==> config.mk <==
export PLATFORM = sky130hd
export DESIGN_NAME = button_tap_classifier_unit
export DESIGN_NICKNAME = d
export VERILOG_FILES = /design/src/rtl/core/btc_pkg.sv /design/src/rtl/core/button_tap_classifier_unit.sv /design/src/rtl/core/btc_cfg.sv /design/src/rtl/core/btc_in_stage.sv /design/src/rtl/core/btc_fsm.sv /design/src/rtl/core/btc_out_stage.sv
export VERILOG_INCLUDE_DIRS = /design/src /design/src/rtl/core
export SDC_FILE = /design/constraint.sdc
export NUM_CORES = 1
export LEC_CHECK = 0
export ABC_AREA = 1
export ABC_CLOCK_PERIOD_IN_PS = 6600
export BUFFER_PORTS_ARGS = -buffer_cell sky130_fd_sc_hd__buf_2
export CAP_MARGIN = 20
export CORE_ASPECT_RATIO = 0.9
export CORE_MARGIN = 2
export CORE_UTILIZATION = 60
export CTS_BUF_LIST = sky130_fd_sc_hd__clkbuf_4
export DETAILED_ROUTE_END_ITERATION = 10
export PLACE_DENSITY = 0.88
export SLEW_MARGIN = 10
export SYNTH_ARGS = -nofsm -noshare
export SYNTH_HDL_FRONTEND = slang
export SYNTH_SLANG_ARGS = --single-unit
export TNS_END_PERCENT = 50
==> constraint.sdc <==
create_clock -name clk -period 6.6 [get_ports clk]
set_input_delay 0.66 -clock clk [delete_from_list [all_inputs] [get_ports clk]]
set_output_delay 0.66 -clock clk [all_outputs]
set_load 0.01 [all_outputs]
==> src/rtl/core/button_tap_classifier_unit_defines.svh <==
// assertion macros for the button tap classifier
// used by the top level only, no other dependencies
`ifndef BUTTON_TAP_CLASSIFIER_UNIT_DEFINES_SVH
`define BUTTON_TAP_CLASSIFIER_UNIT_DEFINES_SVH

`ifndef NO_ASSERTIONS
`define BTC_ASSERT(label, clk, rst_n, prop) \
  label: assert property (@(posedge clk) disable iff (!rst_n) prop) \
    else $error("btc assertion failed");
`define BTC_ASSERT_RST(label, clk, prop) \
  label: assert property (@(posedge clk) prop) \
    else $error("btc reset assertion failed");
`else
`define BTC_ASSERT(label, clk, rst_n, prop)
`define BTC_ASSERT_RST(label, clk, prop)
`endif

`endif

==> src/rtl/core/btc_pkg.sv <==
// shared types and constants for the button tap classifier
// no dependencies
package btc_pkg;

  localparam int TIME_BITS_DEF = 32;
  localparam int STAMP_W = 32;
  localparam int THR_W = 16;
  localparam int CFG_IDX_W = 2;

  localparam logic [1:0] PH_IDLE     = 2'd0;
  localparam logic [1:0] PH_PRESSED  = 2'd1;
  localparam logic [1:0] PH_RELEASED = 2'd2;
  localparam logic [1:0] PH_LONG     = 2'd3;

  localparam logic [1:0] KIND_NONE   = 2'd0;
  localparam logic [1:0] KIND_SINGLE = 2'd1;
  localparam logic [1:0] KIND_DOUBLE = 2'd2;
  localparam logic [1:0] KIND_LONG   = 2'd3;

  localparam logic [CFG_IDX_W-1:0] CFG_LONG_PRESS   = 2'd0;
  localparam logic [CFG_IDX_W-1:0] CFG_DOUBLE_GAP   = 2'd1;
  localparam logic [CFG_IDX_W-1:0] CFG_SETTLE_EXTRA = 2'd2;
  localparam logic [CFG_IDX_W-1:0] CFG_PRESENT      = 2'd3;

  localparam logic [THR_W-1:0] LONG_PRESS_RST   = 16'd2000;
  localparam logic [THR_W-1:0] DOUBLE_GAP_RST   = 16'd400;
  localparam logic [THR_W-1:0] SETTLE_EXTRA_RST = 16'd500;

  typedef struct packed {
    logic [THR_W-1:0] long_press_ms;
    logic [THR_W-1:0] double_gap_ms;
    logic [THR_W-1:0] settle_extra_ms;
    logic             device_present;
  } cfg_t;

  typedef struct packed {
    logic [STAMP_W-1:0] time_ms;
    logic               button_latch;
  } poll_t;

  typedef struct packed {
    logic [1:0] tap_kind;
    logic       clear_latch;
  } res_t;

endpackage

==> src/rtl/core/button_tap_classifier_unit.sv <==
// button tap classifier: single, double and long press detection per poll
// channels: in (time_ms, button_latch), out (tap_kind, clear_latch), each
//   with valid and stall; cfg write port with valid, ready, index and data
// every accepted poll yields exactly one request on the output channel
// path: an accepted poll goes through the input register, then the result
//   register, and it waits in the input register while out_stall holds a result;
//   throughput one poll per clock while out_stall is low, set by the single
//   classification pass between the two registers
// cfg_ready is always high; register 0 long press time, 1 double tap gap,
//   2 settle time after a long press, 3 device present (bit 0)
// reset (synchronous, rst_n low) empties both registers, returns the press
//   state to idle with zero stamps and loads the default thresholds
// when out_stall holds a waiting result, one more poll is still taken into
//   the input register; after that in_stall rises until the result is taken
// depends on btc_pkg, btc_cfg, btc_in_stage, btc_fsm, btc_out_stage and the defines header
`include "button_tap_classifier_unit_defines.svh"
module button_tap_classifier_unit #(
  parameter int TIME_BITS = btc_pkg::TIME_BITS_DEF
) (
  input  logic                          clk,
  input  logic                          rst_n,
  input  logic                          in_valid,
  output logic                          in_stall,
  input  logic [btc_pkg::STAMP_W-1:0]   in_time_ms,
  input  logic                          in_button_latch,
  output logic                          out_valid,
  input  logic                          out_stall,
  output logic [1:0]                    out_tap_kind,
  output logic                          out_clear_latch,
  input  logic                          cfg_valid,
  output logic                          cfg_ready,
  input  logic [btc_pkg::CFG_IDX_W-1:0] cfg_index,
  input  logic [btc_pkg::THR_W-1:0]     cfg_wdata
);
  import btc_pkg::*;

  cfg_t       cfg;
  poll_t      in_item;
  poll_t      s1_item;
  res_t       result;
  res_t       out_result;
  logic       s1_valid;
  logic       free;
  logic       fire;
  logic [1:0] phase;
  logic       out_none;

  assign cfg_ready = 1'b1;
  assign in_item.time_ms = in_time_ms;
  assign in_item.button_latch = in_button_latch;
  assign fire = s1_valid & free;

  btc_cfg u_cfg (
    .clk      (clk),
    .rst_n    (rst_n),
    .wr_en    (cfg_valid & cfg_ready),
    .wr_index (cfg_index),
    .wr_data  (cfg_wdata),
    .cfg      (cfg)
  );

  btc_in_stage u_in (
    .clk      (clk),
    .rst_n    (rst_n),
    .in_valid (in_valid),
    .in_stall (in_stall),
    .in_item  (in_item),
    .advance  (free),
    .s1_valid (s1_valid),
    .s1_item  (s1_item)
  );

  btc_fsm #(
    .TIME_BITS (TIME_BITS)
  ) u_fsm (
    .clk    (clk),
    .rst_n  (rst_n),
    .fire   (fire),
    .item   (s1_item),
    .cfg    (cfg),
    .result (result),
    .phase  (phase)
  );

  btc_out_stage u_out (
    .clk        (clk),
    .rst_n      (rst_n),
    .load       (fire),
    .result     (result),
    .free       (free),
    .out_valid  (out_valid),
    .out_stall  (out_stall),
    .out_result (out_result)
  );

  assign out_tap_kind = out_result.tap_kind;
  assign out_clear_latch = out_result.clear_latch;

  // result register holds an empty request
  assign out_none = (out_tap_kind == KIND_NONE) && !out_clear_latch;

  `BTC_ASSERT(a_absent_none, clk, rst_n, (fire && !cfg.device_present) |=> (out_valid && out_none))
  `BTC_ASSERT(a_idle_none, clk, rst_n, (fire && phase == PH_IDLE) |=> (out_tap_kind == KIND_NONE))
  `BTC_ASSERT(a_held_item, clk, rst_n, (s1_valid && !free) |=> (s1_valid && $stable(s1_item)))
  `BTC_ASSERT_RST(a_reset_empty, clk, !rst_n |=> (!out_valid && !s1_valid))

endmodule

==> src/rtl/core/btc_cfg.sv <==
// configuration registers of the button tap classifier
// depends on btc_pkg
module btc_cfg (
  input  logic                          clk,
  input  logic                          rst_n,
  input  logic                          wr_en,
  input  logic [btc_pkg::CFG_IDX_W-1:0] wr_index,
  input  logic [btc_pkg::THR_W-1:0]     wr_data,
  output btc_pkg::cfg_t                 cfg
);
  import btc_pkg::*;

  cfg_t cfg_r;
  cfg_t cfg_nxt;

  always_comb begin
    cfg_nxt = cfg_r;
    if (wr_en) begin
      case (wr_index)
        CFG_LONG_PRESS:   cfg_nxt.long_press_ms   = wr_data;
        CFG_DOUBLE_GAP:   cfg_nxt.double_gap_ms   = wr_data;
        CFG_SETTLE_EXTRA: cfg_nxt.settle_extra_ms = wr_data;
        CFG_PRESENT:      cfg_nxt.device_present  = wr_data[0];
        default:          cfg_nxt = cfg_r;
      endcase
    end
  end

  always_ff @(posedge clk) begin
    if (!rst_n) begin
      cfg_r.long_press_ms   <= LONG_PRESS_RST;
      cfg_r.double_gap_ms   <= DOUBLE_GAP_RST;
      cfg_r.settle_extra_ms <= SETTLE_EXTRA_RST;
      cfg_r.device_present  <= 1'b1;
    end else begin
      cfg_r <= cfg_nxt;
    end
  end

  assign cfg = cfg_r;

endmodule

==> src/rtl/core/btc_in_stage.sv <==
// input register of the button tap classifier
// depends on btc_pkg
module btc_in_stage (
  input  logic           clk,
  input  logic           rst_n,
  input  logic           in_valid,
  output logic           in_stall,
  input  btc_pkg::poll_t in_item,
  input  logic           advance,
  output logic           s1_valid,
  output btc_pkg::poll_t s1_item
);
  import btc_pkg::*;

  logic  s1_valid_r;
  logic  s1_valid_nxt;
  poll_t s1_item_r;
  logic  take;

  assign in_stall = s1_valid_r & ~advance;
  assign take = in_valid & ~in_stall;

  always_comb begin
    s1_valid_nxt = s1_valid_r;
    if (take) begin
      s1_valid_nxt = 1'b1;
    end else if (advance) begin
      s1_valid_nxt = 1'b0;
    end
  end

  always_ff @(posedge clk) begin
    if (!rst_n) begin
      s1_valid_r <= 1'b0;
    end else begin
      s1_valid_r <= s1_valid_nxt;
    end
  end

  always_ff @(posedge clk) begin
    if (take) begin
      s1_item_r <= in_item;
    end
  end

  assign s1_valid = s1_valid_r;
  assign s1_item = s1_item_r;

endmodule

==> src/rtl/core/btc_fsm.sv <==
// press state machine and poll classification
// depends on btc_pkg
module btc_fsm #(
  parameter int TIME_BITS = btc_pkg::TIME_BITS_DEF
) (
  input  logic           clk,
  input  logic           rst_n,
  input  logic           fire,
  input  btc_pkg::poll_t item,
  input  btc_pkg::cfg_t  cfg,
  output btc_pkg::res_t  result,
  output logic [1:0]     phase
);
  import btc_pkg::*;

  localparam int SUM_W = THR_W + 1;
  localparam int CMP_W = (TIME_BITS > SUM_W) ? TIME_BITS : SUM_W;

  logic [1:0]           phase_r;
  logic [1:0]           phase_nxt;
  logic [TIME_BITS-1:0] press_r;
  logic [TIME_BITS-1:0] press_nxt;
  logic [TIME_BITS-1:0] release_r;
  logic [TIME_BITS-1:0] release_nxt;
  logic [TIME_BITS-1:0] now;
  logic [TIME_BITS-1:0] d_press;
  logic [TIME_BITS-1:0] d_release;
  logic [SUM_W-1:0]     settle_lim;
  logic                 press_long;
  logic                 gap_ok;
  logic                 settled;
  logic                 ev;
  logic [1:0]           kind;

  assign now        = TIME_BITS'(item.time_ms);
  assign ev         = item.button_latch;
  assign d_press    = now - press_r;
  assign d_release  = now - release_r;
  assign settle_lim = SUM_W'(cfg.long_press_ms) + SUM_W'(cfg.settle_extra_ms);
  assign press_long = CMP_W'(d_press) >= CMP_W'(cfg.long_press_ms);
  assign gap_ok     = CMP_W'(d_release) <= CMP_W'(cfg.double_gap_ms);
  assign settled    = CMP_W'(d_press) > CMP_W'(settle_lim);

  always_comb begin
    phase_nxt   = phase_r;
    press_nxt   = press_r;
    release_nxt = release_r;
    kind        = KIND_NONE;
    case (phase_r)
      PH_IDLE: begin
        if (ev) begin
          press_nxt = now;
          phase_nxt = PH_PRESSED;
        end
      end
      PH_PRESSED: begin
        if (ev) begin
          if (press_long) begin
            kind      = KIND_LONG;
            phase_nxt = PH_LONG;
          end
        end else if (!press_long) begin
          release_nxt = now;
          phase_nxt   = PH_RELEASED;
        end else begin
          kind      = KIND_LONG;
          phase_nxt = PH_IDLE;
        end
      end
      PH_RELEASED: begin
        if (ev) begin
          if (gap_ok) begin
            kind      = KIND_DOUBLE;
            phase_nxt = PH_IDLE;
          end else begin
            kind      = KIND_SINGLE;
            press_nxt = now;
            phase_nxt = PH_PRESSED;
          end
        end else if (!gap_ok) begin
          kind      = KIND_SINGLE;
          phase_nxt = PH_IDLE;
        end
      end
      PH_LONG: begin
        if (ev) begin
          press_nxt = now;
        end else if (settled) begin
          phase_nxt = PH_IDLE;
        end
      end
      default: begin
        phase_nxt = PH_IDLE;
      end
    endcase
  end

  // absent device: result none, state held
  always_ff @(posedge clk) begin
    if (!rst_n) begin
      phase_r   <= PH_IDLE;
      press_r   <= '0;
      release_r <= '0;
    end else if (fire && cfg.device_present) begin
      phase_r   <= phase_nxt;
      press_r   <= press_nxt;
      release_r <= release_nxt;
    end
  end

  assign result.tap_kind    = cfg.device_present ? kind : KIND_NONE;
  assign result.clear_latch = cfg.device_present & ev;
  assign phase = phase_r;

endmodule

==> src/rtl/core/btc_out_stage.sv <==
// result register of the button tap classifier
// depends on btc_pkg
module btc_out_stage (
  input  logic          clk,
  input  logic          rst_n,
  input  logic          load,
  input  btc_pkg::res_t result,
  output logic          free,
  output logic          out_valid,
  input  logic          out_stall,
  output btc_pkg::res_t out_result
);
  import btc_pkg::*;

  logic out_valid_r;
  logic out_valid_nxt;
  res_t out_result_r;

  assign free = ~out_valid_r | ~out_stall;

  always_comb begin
    out_valid_nxt = out_valid_r;
    if (load) begin
      out_valid_nxt = 1'b1;
    end else if (!out_stall) begin
      out_valid_nxt = 1'b0;
    end
  end

  always_ff @(posedge clk) begin
    if (!rst_n) begin
      out_valid_r <= 1'b0;
    end else begin
      out_valid_r <= out_valid_nxt;
    end
  end

  always_ff @(posedge clk) begin
    if (load) begin
      out_result_r <= result;
    end
  end

  assign out_valid = out_valid_r;
  assign out_result = out_result_r;

endmodule

==> summary.md, run 1 <==
| Metric | Value |
|---|---|
| Initial antenna violation count | 2 |
| Ys flop type | dfxtp_1 |
| Fmax | 213 MHz |
| Grt ovf | 0 |
| CTS H-tree depth | 4 |
| Final period util | 71.0% |
| Pin count of the biggest net entering global routing | approximately 120 |
| Async SR Flop Fraction | 0% |
| Yosys warns | 0 |
| Synthesized cell area | 12900 um^2 |
| Slew @ Worst Pin | 1070 ps |
| Post-synthesis sequential area ratio | 26.5% |
| First-pass GRT wire length | ~57 mm |
| Worst Setup Slack, final | 1920 ps |
| Avg Inst Size Synth | 6.20 um^2 |
| Std-Cell Rows | 50 |
| Netlist cell types | 38 |
| Die area | between 20000 and 25000 um^2 |
| CORE AREA | 21000 um^2 |
| Area Growth Syn to Fin | 6.39% |
| WL/cell | roughly 15 um |
| Yosys reg bits | roughly 150 |
| RePlAce Congestion | 0.986 |
| # resized after CTS | 0 |
| Most frequent cells in the layout | nand2_1, inv_1, nor2_1, a21oi_1, ha_1 |
| Mux share of post-synthesis cell area | 0% |
| Post-synth EDFFs | 36 |
| Cts bufs inserted | 17 |
| DRC errors left | 0 |
| Net switching power | 0.976 mW |
| Syn_nets | 2275 |
| Number of global-route vias before repair | 11700 |
| Kind of critical path | reg -> reg |
| Power per Cell Area | 181 nW/um^2 |
| Max Slew Vio Count | 0 |
| CP Capture Type | flop |
| Drt total wl | 35.4 mm |
| Post-DP HPWL | 28.6 mm |
| Final layout net count | 2321 |
| Post-synthesis adder-cell area fraction | 13.2% |
| Post-DR vias/cell | 5.26 |
| Gate power share | 33.4% |
| Fill cells | 1912 |
| Period minus WS final | 4680 ps |
| Hold WC Path Type | in -> reg |
| DR iter-0 viols | around 1400 |
| Dpl ws | 1930 ps |
| Setup TNS | 0 ps |
| Clock Pin Slew Worst Setup and Hold Paths | 170 ps |
| Post-Syn Instances | 2084 |
| Lkg Pwr | around 7.5 nW |
| Final Setup Violations | 0 |
| Synth Area in Simple Gates | 32.0% |
| Crit path required time | 7070 ps |
| Final Hold Vio Count | 0 |
| Largest family of logic cells by synthesized area | simple AND/OR/NAND/NOR gates |
| Number of post-CTS setup repair buffers | 0 |
| CP peak stage delay | 360 ps |
| Compound-gate portion of the synthesized area | between 10 and 15% |
| Arrival @ worst endpoint | slightly above 5000 ps |
| Post-Route Utilization | 65.6% |
| Clock sinks | 153 |
| CP Launch Type | flop |
| Worst path slowest cell | ha_1 |
| Unrepaired setup endpoints after global routing | false |
| Fin cells | around 2400 |
| Maximum VDD drop | 108 uV |
| Routed Antenna Nets | 0 |
| CP Max Fanout | 5 |
| First-pass iteration count of the detailed router | 6 |
| Status | finished clean |
| Crit path top cell by count | nand2_1 |
| Cell family with most CP delay | compound AO/OA/AOI/OAI gates |
| Share of cells above drive strength 1 | approximately 6.7% |
| Layout Skew | 42.5 ps |
| DP Cell Count | 2396 |
| Slew HR | 28.5% |
| XOR/XNOR share of the synthesized area | under 10% |
| Clk pwr share | 24.7% |
| Max-cap viol count | 0 |
| Leading cell type in the layout, fill and taps excluded | nand2_1 |
| PortBufs | 60 |
| Switch share | around two fifths |
| CTS Root Cell | clkbuf_4 |
| Die Y | 143 um |
| Vias | about 13000 |
| All-Layer GR Usage | between 30% and 40% |
| # IOs | 62 |
| Seq pwr share | 41.8% |
| Initial Util | 61.6% |
| Die W | 159 um |
| CTS tree | done |
| Clk Latency, worst-skew pair | ~580 ps |
| Internal power | 1.51 mW |
| Hold buffer count at cts | 0 |
| Max clock buf depth | 2 |
| CP Buf/Inv Count | 0 |
-- power by group through the flow --
stage | Combinational (mW) | Clock (mW) | Sequential, mW
final | 0.831 | 0.615 | 1.04
after global routing | 0.953 | 0.656 | 1.04
after CTS | 0.818 | 0.614 | 1.04
after detailed placement | 0.813 | 0 | 1.06
after global placement | 0.786 | 0 | 1.06
after floorplan | 0.610 | 0 | 1.04
-- registers in the layout, summed over array words and instances, names as in the netlist --
register and count:
u_in.s1_valid 1, u_fsm.phase 2, u_cfg.cfg 49, u_out.out_result 3, u_out.out_valid 1, u_fsm.press_r 32
u_in.s1_item 33, u_fsm.release_r 32
-- Yosys cell counts, types with 4 or more instances --
library cell  instances  share of area [%]
a21oi_2              29                2.0
nor2_1              185                5.4
nand4_1              13               0.63
inv_1               416                 12
nand2_1             671                 19
buf_2                 6               0.23
clkinv_1              4               0.12
nand2_2               4               0.19
xor2_1               35                2.4
nand3b_1             10               0.58
dfxtp_1             117                 18
ha_1                132                 13
clkbuf_1             25               0.73
nor3_1                9               0.35
o211ai_1              9               0.52
edfxtp_1             36                8.4
xnor2_1               9               0.61
nor2_2                6               0.29
o21ai_0              52                2.0
a21oi_1             138                5.3
o21ai_1              28                1.1
buf_4                 4               0.23
nand3_1             118                4.6
-- final timing paths --
kind                 endpoint            from  slack (ps)  cells past startpoint
max reg2reg    u_fsm.phase[0]    u_cfg.cfg[3]        1920                     30
min          u_in.s1_item[19]  in_time_ms[18]         230                      1
max            u_fsm.phase[0]    u_cfg.cfg[3]        1920                     30
min reg2reg     u_cfg.cfg[18]   u_cfg.cfg[18]         480                      2
-- per-stage QoR --
| stage | hold WS, ps | total power [mW] | instance area (um^2) |
|---|---|---|---|
| floorplan | 435 | 1.65 | 12900 |
| global route | 193 | 2.65 | 13700 |
| finish | 233 | 2.49 | 13700 |
| CTS | 216 | 2.47 | 13700 |
| detailed placement | 456 | 1.87 | 13400 |
| global placement | 451 | 1.84 | 13400 |
-- area by class of cell --
type / instances / area (um^2) / share of cell area [%]
diodes: 1 / 2.50 / 0.0182
multi-input cells: 1470 / 7730 / 56.3
clock inverters: 14 / 149 / 1.08
flip-flops and latches: 153 / 3420 / 24.9
inverters: 422 / 1580 / 11.5
repair buffers: 66 / 360 / 2.62
well taps: 286 / 358 / 2.60
clock buffers: 18 / 135 / 0.983
-- layer usage --
layer  global-route usage (%)  vias up  part of all wire, %
li1                         -     6558                    -
met1                     45.2     5716                   46
met2                     49.7      460                   43
met3                     6.59       53                  8.8
met4                     8.25        0                  1.8
met5                        0        -                    0
-- logic make-up (layout without fill, tap and decap cells) --
family,Yosys count,in the layout
and+or+nand+nor,1024,1024
other,1,2
xor gates and xnor gates,44,44
AOI/OAI and AO/OA,266,266
buffers and inverters,461,520
adders and majority gates,135,135
DFF,153,153
-- worst register-to-register path: cells and delay by family, from the launching register on --
| family | cells | cell delay [ps] |
|---|---|---|
| adders and majority gates | 2 | 640 |
| DFF | 1 | 350 |
| and+or+nand+nor | 16 | 1320 |
| AOI/OAI and AO/OA | 12 | 2280 |
Power figures use the tool's default switching activity.
==> inputs of run 2 (changes only) <==
--- a/config.mk
+++ b/config.mk
@@ -7,15 +7,15 @@
 export NUM_CORES = 1
 export LEC_CHECK = 0
 export ABC_AREA = 1
-export ABC_CLOCK_PERIOD_IN_PS = 6600
+export ABC_CLOCK_PERIOD_IN_PS = 4300
 export BUFFER_PORTS_ARGS = -buffer_cell sky130_fd_sc_hd__buf_2
 export CAP_MARGIN = 20
 export CORE_ASPECT_RATIO = 0.9
 export CORE_MARGIN = 2
-export CORE_UTILIZATION = 60
+export CORE_UTILIZATION = 59
 export CTS_BUF_LIST = sky130_fd_sc_hd__clkbuf_4
 export DETAILED_ROUTE_END_ITERATION = 10
-export PLACE_DENSITY = 0.88
+export PLACE_DENSITY = 0.9
 export SLEW_MARGIN = 10
 export SYNTH_ARGS = -nofsm -noshare
 export SYNTH_HDL_FRONTEND = slang
==> constraint.sdc (replaced) <==
create_clock -name clk -period 4.3 [get_ports clk]
set_input_delay 0.43 -clock clk [delete_from_list [all_inputs] [get_ports clk]]
set_output_delay 0.43 -clock clk [all_outputs]
set_load 0.01 [all_outputs]
==> run 2 against run 1 <==
Clock power grew 56%; critical endpoint is now u_fsm.release_r[24]; first-iteration DRC count grew 9.0%; cell area grew 3.6%; wire length grew 4.2%; via count grew 3.2%; critical path type unchanged; worst setup slack lost 1700 ps; non-clock buffer count grew 40; sequential power grew 54%; final cell count grew 1.9%; combinational power grew 60%; worst hold slack lost 220 ps.
==> summary.md, run 2 (synthesized netlist as in run 1, its figures left out) <==
| Metric | Value |
|---|---|
| Routed Antenna Nets | 0 (unchanged) |
| Power per Cell Area | 273 nW/um^2 (was 181 nW/um^2) |
| Post-DR vias/cell | 5.33 (was 5.26) |
| DRC errors left | 0 (unchanged) |
| Fill cells | 1917 (was 1912) |
| Cts bufs inserted | 17 (unchanged) |
| Max-cap viol count | 0 (unchanged) |
| Final layout net count | 2361 (was 2321) |
| Final period util | 96.1% (was 71.0%) |
| DR iter-0 viols | 1488 (was 1365) |
| Layout Skew | 41.4 ps (was 42.5 ps) |
| Die W | 160 um (was 159 um) |
| Crit path top cell by count | nand2_1 (unchanged) |
| Drt total wl | 36.9 mm (was 35.4 mm) |
| Vias | 13200 (was 12800) |
| Slew @ Worst Pin | 1070 ps (about the same) |
| Cell family with most CP delay | simple AND/OR/NAND/NOR gates (was compound AO/OA/AOI/OAI gates) |
| Pwr Total | 3.89 mW (was 2.49 mW) |
| Post-DP HPWL | 28.3 mm (was 28.6 mm) |
| PortBufs | 60 (unchanged) |
| Worst R2R Path Depth | 25 (was 30) |
| Die area | 23100 um^2 (was 22700 um^2) |
| Lkg Pwr | 7.65 nW (was 7.46 nW) |
| Fmax | 242 MHz (was 213 MHz) |
| Status | finished clean (unchanged) |
| Final Hold Vio Count | 0 (unchanged) |
| Slew HR | 29.0% (was 28.5%) |
| All-Layer GR Usage | 31.5% (was 32.0%) |
| Final Setup Violations | 0 (unchanged) |
| First-pass GRT wire length | 58.3 mm (was 57.0 mm) |
| CTS Root Cell | clkbuf_4 (unchanged) |
| Crit path required time | 4860 ps (was 7070 ps) |
| Post-Route Utilization | 66.0% (was 65.6%) |
| Worst Hold End | u_in.s1_item[7] (was u_in.s1_item[19]) |
| CTS H-tree depth | 4 (unchanged) |
| First-pass iteration count of the detailed router | 6 (unchanged) |
| CP Buf/Inv Count | 4 (was 0) |
| CP peak stage delay | 410 ps (was 360 ps) |
| Kind of critical path | reg -> reg (unchanged) |
| Area Growth Syn to Fin | 10.3% (was 6.39%) |
| Number of flip-flops in the largest register | 49 (unchanged) |
| Grt ovf | 0 (unchanged) |
| Worst path slowest cell | edfxtp_1 (was ha_1) |
| Placed cell area | 13500 um^2 (was 13400 um^2) |
| CP Max Fanout | 16 (was 5) |
| Max Slew Vio Count | 0 (unchanged) |
| Max clock buf depth | 2 (unchanged) |
| Initial Util | 59.9% (was 61.6%) |
| RePlAce Congestion | 0.941 (was 0.986) |
| WL/cell | 14.9 um (was 14.6 um) |
| Leading cell type in the layout, fill and taps excluded | nand2_1 (unchanged) |
| Hold Path Origin | in_time_ms[6] (was in_time_ms[18]) |
| Most frequent cells in the layout | nand2_1, inv_1, nor2_1, a21oi_1, ha_1 (unchanged) |
| CP Launch Type | flop (unchanged) |
| Maximum VDD drop | 168 uV (was 108 uV) |
| Hold WC Path Type | in -> reg (unchanged) |
| Std-Cell Rows | 51 (was 50) |
| Initial antenna violation count | 1 (was 2) |
| CORE AREA | 21600 um^2 (was 21000 um^2) |
| Period minus WS final | 4130 ps (was 4680 ps) |
| Pin count of the biggest net entering global routing | 117 (unchanged) |
| CP Capture Type | flop (unchanged) |
| Clock Pin Slew Worst Setup and Hold Paths | 180 ps (was 170 ps) |
| Share of cells above drive strength 1 | 7.60% (was 6.67%) |
| # IOs | 62 (unchanged) |
| Arrival @ worst endpoint | 4700 ps (was 5160 ps) |
| Fin cells | 2475 (was 2430) |
| Die Y | 144 um (was 143 um) |
| RR Startpoint | u_in.s1_item[1] (was u_cfg.cfg[3]) |
| Hold Path Stages | 1 (unchanged) |
| Clock sinks | 153 (unchanged) |
| Number of global-route vias before repair | 12100 (was 11700) |
| Worst flop-to-flop path endpoint | u_fsm.release_r[24] (was u_fsm.phase[0]) |
| Clk Latency, worst-skew pair | 630 ps (was 580 ps) |
| DP Cell Count | 2407 (was 2396) |
| Post-route cell area | 14200 um^2 (was 13700 um^2) |
| CTS tree | done (unchanged) |
| R2R Setup Slk | 170 ps (was 1920 ps) |
## run 2: worst max-delay path by stage
stage / startpoint / end / slack [ps] / cells past startpoint
final: u_in.s1_item[1] / u_fsm.release_r[24] / 170 / 25
after global placement: u_cfg.cfg[3] / u_fsm.phase[0] / 180 / 30
after detailed placement: u_cfg.cfg[3] / u_fsm.phase[0] / 70 / 30
after global routing: u_in.s1_item[1] / u_fsm.release_r[6] / -30 / 25
after floorplan: u_cfg.cfg[3] / u_fsm.phase[0] / 580 / 30
after CTS: u_cfg.cfg[3] / u_fsm.phase[0] / 30 / 30
## run 2: where the power goes
part           internal, mW  switching, mW  total (mW)
clock network         0.280          0.681       0.961
registers              1.54         0.0562        1.60
logic                 0.485          0.846        1.33
## run 2: final cells by class
| cell class | instances | area [um^2] | share of cell area, % |
|---|---|---|---|
| Timing Repair Buffer | 106 | 772 | 5.42 |
| Tap cell | 291 | 364 | 2.56 |
| Sequential cell | 153 | 3420 | 24.0 |
| Antenna cell | 1 | 2.50 | 0.0176 |
| Inverter | 422 | 1580 | 11.1 |
| Clock inverter | 15 | 190 | 1.34 |
| Clock buffer | 17 | 128 | 0.896 |
| Multi-Input combinational cell | 1470 | 7780 | 54.6 |
## run 2: metrics by stage
stage          worst slack, ps  TNS [ps]  hold slack [ps]
2_1_floorplan              583         0              435
5_1_grt                  -30.4      -181            -3.60
3_3_place_gp               183         0              451
4_1_cts                   27.1         0             16.6
3_5_place_dp              71.2         0              459
6_report                   167         0             17.2
## run 2: timing repair
| action | in CTS | in global routing |
|---|---|---|
| gates resized for setup | 0 | 22 |
| hold buffers | 28 | 0 |
| hold endpoints to repair | 28 | 0 |
| setup endpoints to repair | 0 | 66 |
| buffers inserted | 0 | 4 |
## run 2: per-layer routing
metal	routed length [um]	track usage [%]	up-vias
li1	-	-	6646
met1	16200	42.4	5921
met2	16600	51.6	541
met3	3080	4.90	91
met4	1090	11.9	0
met5	0	0	-
